File: config.mk
export PLATFORM = sky130hd
export DESIGN_NAME = yuv420_plane_psnr
export DESIGN_NICKNAME = d
export VERILOG_FILES = /design/src/rtl/yuvp_pkg.sv /design/src/rtl/yuv420_plane_psnr.sv /design/src/rtl/yuvp_mul.sv /design/src/rtl/yuvp_log.sv
export SDC_FILE = /design/constraint.sdc
export NUM_CORES = 2
export LEC_CHECK = 0
export BUFFER_PORTS_ARGS = -buffer_cell sky130_fd_sc_hd__buf_2
export CORE_MARGIN = 5
export CORE_UTILIZATION = 57
export CTS_BUF_LIST = sky130_fd_sc_hd__clkbuf_16
export DETAILED_ROUTE_END_ITERATION = 6
export GPL_ROUTABILITY_DRIVEN = 0
export PLACE_DENSITY = 0.73
export SYNTH_ARGS = -nofsm -noshare
export SYNTH_HDL_FRONTEND = slang
export SYNTH_HIERARCHICAL = 1
export SYNTH_SLANG_ARGS = --single-unit
File: constraint.sdc
create_clock -name clock -period 14.5 [get_ports clock]
set_input_delay 2.9 -clock clock [delete_from_list [all_inputs] [get_ports clock]]
set_output_delay 2.9 -clock clock [all_outputs]
set_load 0.05 [all_outputs]
File: src/rtl/yuvp_pkg.sv
// shared types and constants of the yuv 4:2:0 plane psnr block
package yuvp_pkg;

   localparam int unsigned MAX_DIMENSION = 4096;
   localparam int unsigned DIM_W         = 13;
   localparam int unsigned POS_W         = 25;
   localparam int unsigned ACC_W         = 41;
   localparam int unsigned LOG_W         = 22;
   localparam int unsigned PSNR_W        = 15;

   localparam logic [31:0] PEAK_SQ    = 32'd65025;
   localparam logic [31:0] DB_Q16     = 32'd50504453;
   localparam logic [PSNR_W-1:0] PSNR_MAX = 15'd32767;

   localparam logic [1:0] PLANE_Y = 2'd0;
   localparam logic [1:0] PLANE_U = 2'd1;
   localparam logic [1:0] PLANE_V = 2'd2;

   localparam logic REG_FRAME_WIDTH  = 1'b0;
   localparam logic REG_FRAME_HEIGHT = 1'b1;

   typedef struct packed {
      logic [7:0] ref_pixel;
      logic [7:0] test_pixel;
   } req_type;

   typedef struct packed {
      logic [1:0]        plane;
      logic [15:0]       frame_index;
      logic [39:0]       squared_error_sum;
      logic [PSNR_W-1:0] psnr_db_q8;
      logic              identical;
   } rsp_type;

endpackage

File: src/rtl/yuv420_plane_psnr.sv
// per-plane sse and psnr of a planar yuv 4:2:0 byte stream
// Each word (one reference and one test byte) is accepted in the idle
// state and then placed in the frame, with its squared difference added,
// in the processing state; no new word is taken until it returns to idle.
// A word that ends the Y, U or V plane also runs the log2 sequencer, which
// shares one 32x32 multiplier: two normalising shift searches and two sets
// of 16 squaring steps, after which the result enters the output register
// once that is free. A plane with zero error skips the sequencer and goes
// from the processing state straight to the output state, entering the
// output register once that is free. Frame size registers take effect for the next word.
module yuv420_plane_psnr (
   input  logic                      clock,
   input  logic                      reset,
   input  logic                      req_valid,
   output logic                      req_ready,
   input  yuvp_pkg::req_type         req_data,
   output logic                      rsp_valid,
   input  logic                      rsp_ready,
   output yuvp_pkg::rsp_type         rsp_data,
   input  logic                      csr_we,
   input  logic                      csr_index,
   input  logic [yuvp_pkg::DIM_W-1:0] csr_wdata
);
   import yuvp_pkg::*;

   localparam logic [1:0] S_IDLE = 2'd0;
   localparam logic [1:0] S_PROC = 2'd1;
   localparam logic [1:0] S_LOG  = 2'd2;
   localparam logic [1:0] S_OUT  = 2'd3;

   logic [1:0]       st_ff;
   logic [DIM_W-1:0] width_ff;
   logic [DIM_W-1:0] height_ff;
   logic [POS_W-1:0] luma_ff;
   logic [POS_W-1:0] pos_ff;
   logic [ACC_W-1:0] acc_ff;
   logic [15:0]      fc_ff;
   req_type          word_ff;
   rsp_type          pend_ff;
   rsp_type          rsp_ff;
   logic             rsp_valid_ff;
   logic             log_start_ff;
   logic [POS_W-1:0] n_ff;
   logic [ACC_W-1:0] sse_ff;

   logic [DIM_W-1:0] cw;
   logic [DIM_W-1:0] ch;
   logic [POS_W-1:0] chroma;
   logic [POS_W-1:0] fsize;
   logic [POS_W-1:0] planes_end;
   logic             pre_wrap;
   logic [POS_W-1:0] p;
   logic [ACC_W-1:0] acc_base;
   logic [15:0]      fc_base;
   logic             in_plane;
   logic signed [16:0] diff;
   logic [16:0]      sq;
   logic [ACC_W-1:0] acc_in;
   logic             emit_y;
   logic             emit_u;
   logic             emit_v;
   logic             emit;
   logic [POS_W:0]   p_next;
   logic             log_done;
   logic [PSNR_W-1:0] log_psnr;

   assign cw = (width_ff == '0) ? DIM_W'(1) :
               (width_ff > DIM_W'(MAX_DIMENSION)) ? DIM_W'(MAX_DIMENSION) : width_ff;
   assign ch = (height_ff == '0) ? DIM_W'(1) :
               (height_ff > DIM_W'(MAX_DIMENSION)) ? DIM_W'(MAX_DIMENSION) : height_ff;

   assign chroma     = luma_ff >> 2;
   assign fsize      = luma_ff + (luma_ff >> 1);
   assign planes_end = luma_ff + (chroma << 1);
   assign pre_wrap   = pos_ff >= fsize;
   assign p          = pre_wrap ? '0 : pos_ff;
   assign acc_base   = pre_wrap ? '0 : acc_ff;
   assign fc_base    = pre_wrap ? fc_ff + 16'd1 : fc_ff;
   assign in_plane   = p < planes_end;
   assign diff       = 17'($signed({1'b0, word_ff.ref_pixel})
                           - $signed({1'b0, word_ff.test_pixel}));
   assign sq         = 17'(diff * diff);
   assign acc_in     = acc_base + (in_plane ? ACC_W'(sq) : '0);
   assign emit_y     = in_plane && (p == luma_ff - POS_W'(1));
   assign emit_u     = in_plane && (chroma != '0) && (p == luma_ff + chroma - POS_W'(1));
   assign emit_v     = in_plane && (chroma != '0) && (p == planes_end - POS_W'(1));
   assign emit       = emit_y || emit_u || emit_v;
   assign p_next     = {1'b0, p} + (POS_W+1)'(1);

   yuvp_log u_log (
      .clock   (clock),
      .reset   (reset),
      .start   (log_start_ff),
      .n_val   (n_ff),
      .sse_val (sse_ff),
      .done    (log_done),
      .psnr    (log_psnr)
   );

   always_ff @(posedge clock) begin
      luma_ff <= POS_W'(cw) * POS_W'(ch);
      if (reset) begin
         width_ff  <= DIM_W'(352);
         height_ff <= DIM_W'(288);
      end else if (csr_we) begin
         if (csr_index == REG_FRAME_WIDTH) width_ff <= csr_wdata;
         if (csr_index == REG_FRAME_HEIGHT) height_ff <= csr_wdata;
      end
   end

   always_ff @(posedge clock) begin
      if (reset) begin
         st_ff        <= S_IDLE;
         pos_ff       <= '0;
         acc_ff       <= '0;
         fc_ff        <= '0;
         rsp_valid_ff <= 1'b0;
         log_start_ff <= 1'b0;
      end else begin
         log_start_ff <= (st_ff == S_PROC) && emit && (acc_in != '0);
         if (st_ff == S_OUT && (!rsp_valid_ff || rsp_ready)) begin
            rsp_valid_ff <= 1'b1;
         end else if (rsp_ready) begin
            rsp_valid_ff <= 1'b0;
         end
         case (st_ff)
            S_IDLE: begin
               if (req_valid) begin
                  word_ff <= req_data;
                  st_ff   <= S_PROC;
               end
            end
            S_PROC: begin
               if (p_next >= {1'b0, fsize}) begin
                  pos_ff <= '0;
                  acc_ff <= '0;
                  fc_ff  <= fc_base + 16'd1;
               end else begin
                  pos_ff <= p_next[POS_W-1:0];
                  acc_ff <= emit ? '0 : acc_in;
                  fc_ff  <= fc_base;
               end
               pend_ff.plane             <= emit_y ? PLANE_Y : (emit_u ? PLANE_U : PLANE_V);
               pend_ff.frame_index       <= fc_base;
               pend_ff.squared_error_sum <= acc_in[39:0];
               pend_ff.psnr_db_q8        <= PSNR_MAX;
               pend_ff.identical         <= (acc_in == '0);
               n_ff                      <= emit_y ? luma_ff : chroma;
               sse_ff                    <= acc_in;
               if (!emit) begin
                  st_ff <= S_IDLE;
               end else if (acc_in == '0) begin
                  st_ff <= S_OUT;
               end else begin
                  st_ff <= S_LOG;
               end
            end
            S_LOG: begin
               if (log_done) begin
                  pend_ff.psnr_db_q8 <= log_psnr;
                  st_ff              <= S_OUT;
               end
            end
            S_OUT: begin
               if (!rsp_valid_ff || rsp_ready) begin
                  rsp_ff <= pend_ff;
                  st_ff  <= S_IDLE;
               end
            end
            default: st_ff <= S_IDLE;
         endcase
      end
   end

   assign req_ready = (st_ff == S_IDLE);
   assign rsp_valid = rsp_valid_ff;
   assign rsp_data  = rsp_ff;
endmodule

File: src/rtl/yuvp_mul.sv
// shared 32 by 32 unsigned multiplier
module yuvp_mul (
   input  logic [31:0] mul_a,
   input  logic [31:0] mul_b,
   output logic [63:0] mul_p
);
   assign mul_p = mul_a * mul_b;
endmodule

File: src/rtl/yuvp_log.sv
// sequencer computing psnr in q8 from plane size and error sum via log2
module yuvp_log (
   input  logic                       clock,
   input  logic                       reset,
   input  logic                       start,
   input  logic [yuvp_pkg::POS_W-1:0] n_val,
   input  logic [yuvp_pkg::ACC_W-1:0] sse_val,
   output logic                       done,
   output logic [yuvp_pkg::PSNR_W-1:0] psnr
);
   import yuvp_pkg::*;

   localparam logic [2:0] L_IDLE  = 3'd0;
   localparam logic [2:0] L_NMUL  = 3'd1;
   localparam logic [2:0] L_NORM  = 3'd2;
   localparam logic [2:0] L_SQ    = 3'd3;
   localparam logic [2:0] L_DIFF  = 3'd4;
   localparam logic [2:0] L_SCALE = 3'd5;

   logic [2:0]        st_ff;
   logic [ACC_W-1:0]  x_ff;
   logic [5:0]        e_ff;
   logic [31:0]       m_ff;
   logic [3:0]        cnt_ff;
   logic [LOG_W-1:0]  r_ff;
   logic [LOG_W-1:0]  ln_ff;
   logic [LOG_W-1:0]  d_ff;
   logic              pass_ff;
   logic [ACC_W-1:0]  sse_ff;
   logic [POS_W-1:0]  n_ff;
   logic [PSNR_W-1:0] psnr_ff;
   logic              done_ff;

   logic [31:0]      mul_a;
   logic [31:0]      mul_b;
   logic [63:0]      mul_p;
   logic [32:0]      sq;
   logic [LOG_W-1:0] r_in;
   logic [48:0]      round_sum;
   logic [16:0]      v;

   yuvp_mul u_mul (.mul_a(mul_a), .mul_b(mul_b), .mul_p(mul_p));

   always_comb begin
      case (st_ff)
         L_NMUL: begin
            mul_a = {7'd0, n_ff};
            mul_b = PEAK_SQ;
         end
         L_SQ: begin
            mul_a = m_ff;
            mul_b = m_ff;
         end
         L_SCALE: begin
            mul_a = {10'd0, d_ff};
            mul_b = DB_Q16;
         end
         default: begin
            mul_a = 32'd0;
            mul_b = 32'd0;
         end
      endcase
   end

   assign sq        = mul_p[63:31];
   assign r_in      = r_ff | (LOG_W'(sq[32]) << cnt_ff);
   assign round_sum = {1'b0, mul_p[47:0]} + 49'h0_8000_0000;
   assign v         = round_sum[48:32];

   always_ff @(posedge clock) begin
      if (reset) begin
         st_ff   <= L_IDLE;
         done_ff <= 1'b0;
      end else begin
         done_ff <= (st_ff == L_SCALE);
         case (st_ff)
            L_IDLE: begin
               if (start) begin
                  n_ff    <= n_val;
                  sse_ff  <= sse_val;
                  pass_ff <= 1'b0;
                  st_ff   <= L_NMUL;
               end
            end
            L_NMUL: begin
               x_ff  <= mul_p[ACC_W-1:0];
               e_ff  <= 6'(ACC_W - 1);
               st_ff <= L_NORM;
            end
            L_NORM: begin
               if (x_ff[ACC_W-1]) begin
                  m_ff   <= x_ff[ACC_W-1 -: 32];
                  r_ff   <= {e_ff, 16'd0};
                  cnt_ff <= 4'd15;
                  st_ff  <= L_SQ;
               end else begin
                  x_ff <= x_ff << 1;
                  e_ff <= e_ff - 6'd1;
               end
            end
            L_SQ: begin
               m_ff   <= sq[32] ? sq[32:1] : sq[31:0];
               r_ff   <= r_in;
               cnt_ff <= cnt_ff - 4'd1;
               if (cnt_ff == 4'd0) begin
                  if (!pass_ff) begin
                     ln_ff   <= r_in;
                     x_ff    <= sse_ff;
                     e_ff    <= 6'(ACC_W - 1);
                     pass_ff <= 1'b1;
                     st_ff   <= L_NORM;
                  end else begin
                     st_ff <= L_DIFF;
                  end
               end
            end
            L_DIFF: begin
               d_ff  <= (ln_ff > r_ff) ? (ln_ff - r_ff) : '0;
               st_ff <= L_SCALE;
            end
            L_SCALE: begin
               psnr_ff <= (v > {2'd0, PSNR_MAX}) ? PSNR_MAX : v[PSNR_W-1:0];
               st_ff   <= L_IDLE;
            end
            default: st_ff <= L_IDLE;
         endcase
      end
   end

   assign done = done_ff;
   assign psnr = psnr_ff;
endmodule

==> flow_metrics.tcl <==
set metrics [dict create \
    min_delay_path_depth 0 \
    ant_nets 0 \
    status "completed" \
    path_common_cell "ha_1" \
    synth_compound_area_frac 0.0901 \
    clock_latency_ps 670 \
    rsz0062_at_grt "false" \
    viasPerCell 5.92 \
    vdd_drop_max_uv 500 \
    ys_ff_latch 562 \
    crit_required_ps 15110 \
    finalPower_mw 9.46 \
    core-area_sq_um 131000 \
    die-height_microns 373 \
    max_freq_ghz 0.0842 \
    cts_root_buffer "clkbuf_16" \
    portBuffers 110 \
    drive_gt1_frac 0.0497 \
    worst_pin_slew_ps 1300 \
    num_rows 133 \
    min_period_ps 11880 \
    grt_antenna_before_repair 5 \
    power.net_switching_mw 4.57 \
    endpoint_kind "register" \
    path_clk_slew_ps 70 \
    cts_hold_buffers 0 \
    multi_input_area_sq_um 53000 \
    slew_headroom 0.121 \
    nets 9624 \
    post_cts_buffers 0 \
    cts_resized 0 \
    synth_most_common_cell "inv_1" \
    cp_slowest_stage_delay_ps 560 \
    synth_nets 9805 \
    reg2reg_to "st_ff[0]$_SDFFE_PP0P_" \
    clkPwrFrac 0.161 \
    finalCritPeriodShare 0.819 \
    cts.htree.levels 2 \
    finalSetupViolCount 0 \
    drv_slew 0 \
    synth-edff-count 421 \
    dp_hpwl_microns 159000 \
    synth_fa_ha_area_frac 0.387 \
    grt_max_degree 76 \
    regArea_sq_um 15500 \
    wirelength_microns 205000 \
    cp_max_fo 28 \
    cts_tree "built" \
    postPlaceCellArea_sq_um 76800 \
    ys_types 118 \
    grt_overflow 0 \
    synth_top_family_by_area "adder cells" \
    rrSetupSlack_ps 2620 \
    skew_ps 47.1 \
    vias 57578 \
    numCtsBuffers 54 \
    min_from "n_ff[23]$_SDFFCE_PN0P_" \
    grt_pass1_wl_microns 327000 \
    grt_pass1_vias 59055 \
    seq_power_share 0.208 \
    io_pins 111 \
    synthTopCellsByArea "fa_1 29%, edfxtp_1 17%, ha_1 9.9%, inv_1 6.5%, and2_1 5.5%" \
    wire_per_inst_microns 21.1 \
    initial_core_util 0.572 \
    synth_warnings 6 \
    p_per_area_nw_per_um2 120 \
    yosysTopAreaCell "fa_1" \
    internal-power_mw 4.89 \
    die-area_sq_um 139000 \
    regToRegStartpoint "luma_ff[12]$_DFF_P_" \
    cts_sinks 562 \
    async_flop_share 0 \
    synthCells 8100 \
    drt_iter0_drc 5872 \
    r2r_cells 41 \
    p_sw_frac 0.483 \
    stdcell_area_sq_um 78700 \
    ys_top_cells_by_count "1302 x inv_1, 1079 x fa_1, 1000 x nand2_1, 658 x and2_1, 591 x ha_1" \
    min_to "u_log/n_ff[23]$_DFFE_PP_" \
    fillers 11241 \
    cp_data_arrival_time_ps 12490 \
    synth-simple-area-share 0.177 \
    yosys.area.top_type_share 0.288 \
    die_w_microns 373 \
    yosysSeqAreaShare 0.206 \
    cpMaxStageDelayCell "a2111oi_0" \
    timing_hold_violations_final 0 \
    min_path_type "reg -> reg" \
    p_comb_frac 0.632 \
    cap_viol_max_count 0 \
    drc 0 \
    synth-main-ff-cell "edfxtp_1" \
    synth_mux_area_frac 0.00870 \
    cts_buffer_depth 3 \
    first_pass_iters 6 \
    grt_usage 0.292 \
    tns_ps 0 \
    yosys.area_share.xor_xnor 0.0426 \
    synthesis.area_sq_um 75000 \
    crit_type "reg -> reg" \
    area_growth_pct 4.98 \
    crit_path_start_kind "register" \
    syn_avg_cell_area_sq_um 9.25 \
    p_leak_nw 36.0 \
]
[metal layers]
metal	up-vias	track usage	wire length, microns
li1	25550	-	-
met1	28830	0.397	82700
met2	2681	0.479	95800
met3	517	0.0405	17100
met4	0	0.114	9350
met5	-	0	0
[stage by stage]
stage	utilization	std cells	setup slack [ps]	hold WS [ps]
final	0.600	9721	2620	417
after global placement	0.586	9618	3170	402
after global routing	0.600	9720	1670	424
after CTS	0.600	9720	2800	419
after detailed placement	0.586	9618	2840	405
after floorplan	-	8100	4200	400
[layout make-up]
| class | count | area share |
|---|---|---|
| Antenna cell | 1 | 0.0000318 |
| Multi-Input combinational cell | 5796 | 0.673 |
| Inverter | 1305 | 0.0623 |
| Tap cell | 1755 | 0.0279 |
| Sequential cell | 562 | 0.197 |
| Clock buffer | 54 | 0.0172 |
| Timing Repair Buffer | 200 | 0.0156 |
| Clock inverter | 48 | 0.00700 |
[worst max-delay path, delay by kind of cell (launching register included)]
family / cells / cell delay [ps]
AND/OR/NAND/NOR: 16 / 4950
AO/OA/AOI/OAI: 18 / 4390
adder cells (fa/ha/maj): 4 / 1520
flip-flops: 1 / 410
XOR/XNOR: 2 / 380
buffers and inverters: 1 / 150
[sequential cells by signal, indices dropped and copies added (netlist names), 15 cells and up, named ones only]
register and cells:
rsp_data 74, word_ff 16, u_log/d_ff 22, luma_ff 25, pend_ff 73, u_log/m_ff 32
u_log/n_ff 25, acc_ff 41, u_log/sse_ff 41, n_ff 25, fc_ff 16, u_log/x_ff 41
pos_ff 25, u_log/r_ff 22, u_log/psnr 15, u_log/ln_ff 22
[worst max path at each step]
stage                        startpoint                     to  slack (ps)  depth (start not counted)
global placement     luma_ff[8]$_DFF_P_  st_ff[0]$_SDFFE_PP0P_        3170                         38
detailed placement   luma_ff[8]$_DFF_P_  st_ff[0]$_SDFFE_PP0P_        2840                         38
CTS                  luma_ff[8]$_DFF_P_  st_ff[0]$_SDFFE_PP0P_        2800                         38
global route         luma_ff[8]$_DFF_P_  st_ff[0]$_SDFFE_PP0P_        1670                         38
floorplan           luma_ff[12]$_DFF_P_  st_ff[0]$_SDFFE_PP0P_        4200                         48
finish              luma_ff[12]$_DFF_P_  st_ff[0]$_SDFFE_PP0P_        2620                         41
[layout by cell type (no fill, tap or decap), types with 82 or more instances in the layout]
master,instances
buf_2,109
a21oi_1,282
o21ai_0,218
xor2_1,118
buf_4,91
nand3_1,98
nand2_1,999
a21o_1,82
and2_1,656
dfxtp_1,139
edfxtp_1,421
nor2_1,461
inv_1,1304
xnor2_1,229
fa_1,1079
ha_1,591
[logic make-up (layout without fill, tap and decap cells)]
group / count (synthesis) / after routing
simple gates: 2696 / 2696
buf+inv: 1742 / 1607
fa+ha+maj: 1670 / 1670
compound gates: 1010 / 1010
flops: 562 / 562
xor+xnor: 355 / 355
mux: 65 / 65
other cells: 0 / 1
[power by group through the flow]
stage,Clock (mW),Sequential (mW),Combinational (mW)
CTS,1.54,1.96,5.83
global placement,0,1.99,5.64
floorplan,0,1.97,4.22
global route,1.61,1.97,6.48
detailed placement,0,2.00,5.79
finish,1.52,1.96,5.98
(Power assumes the default switching activity.)
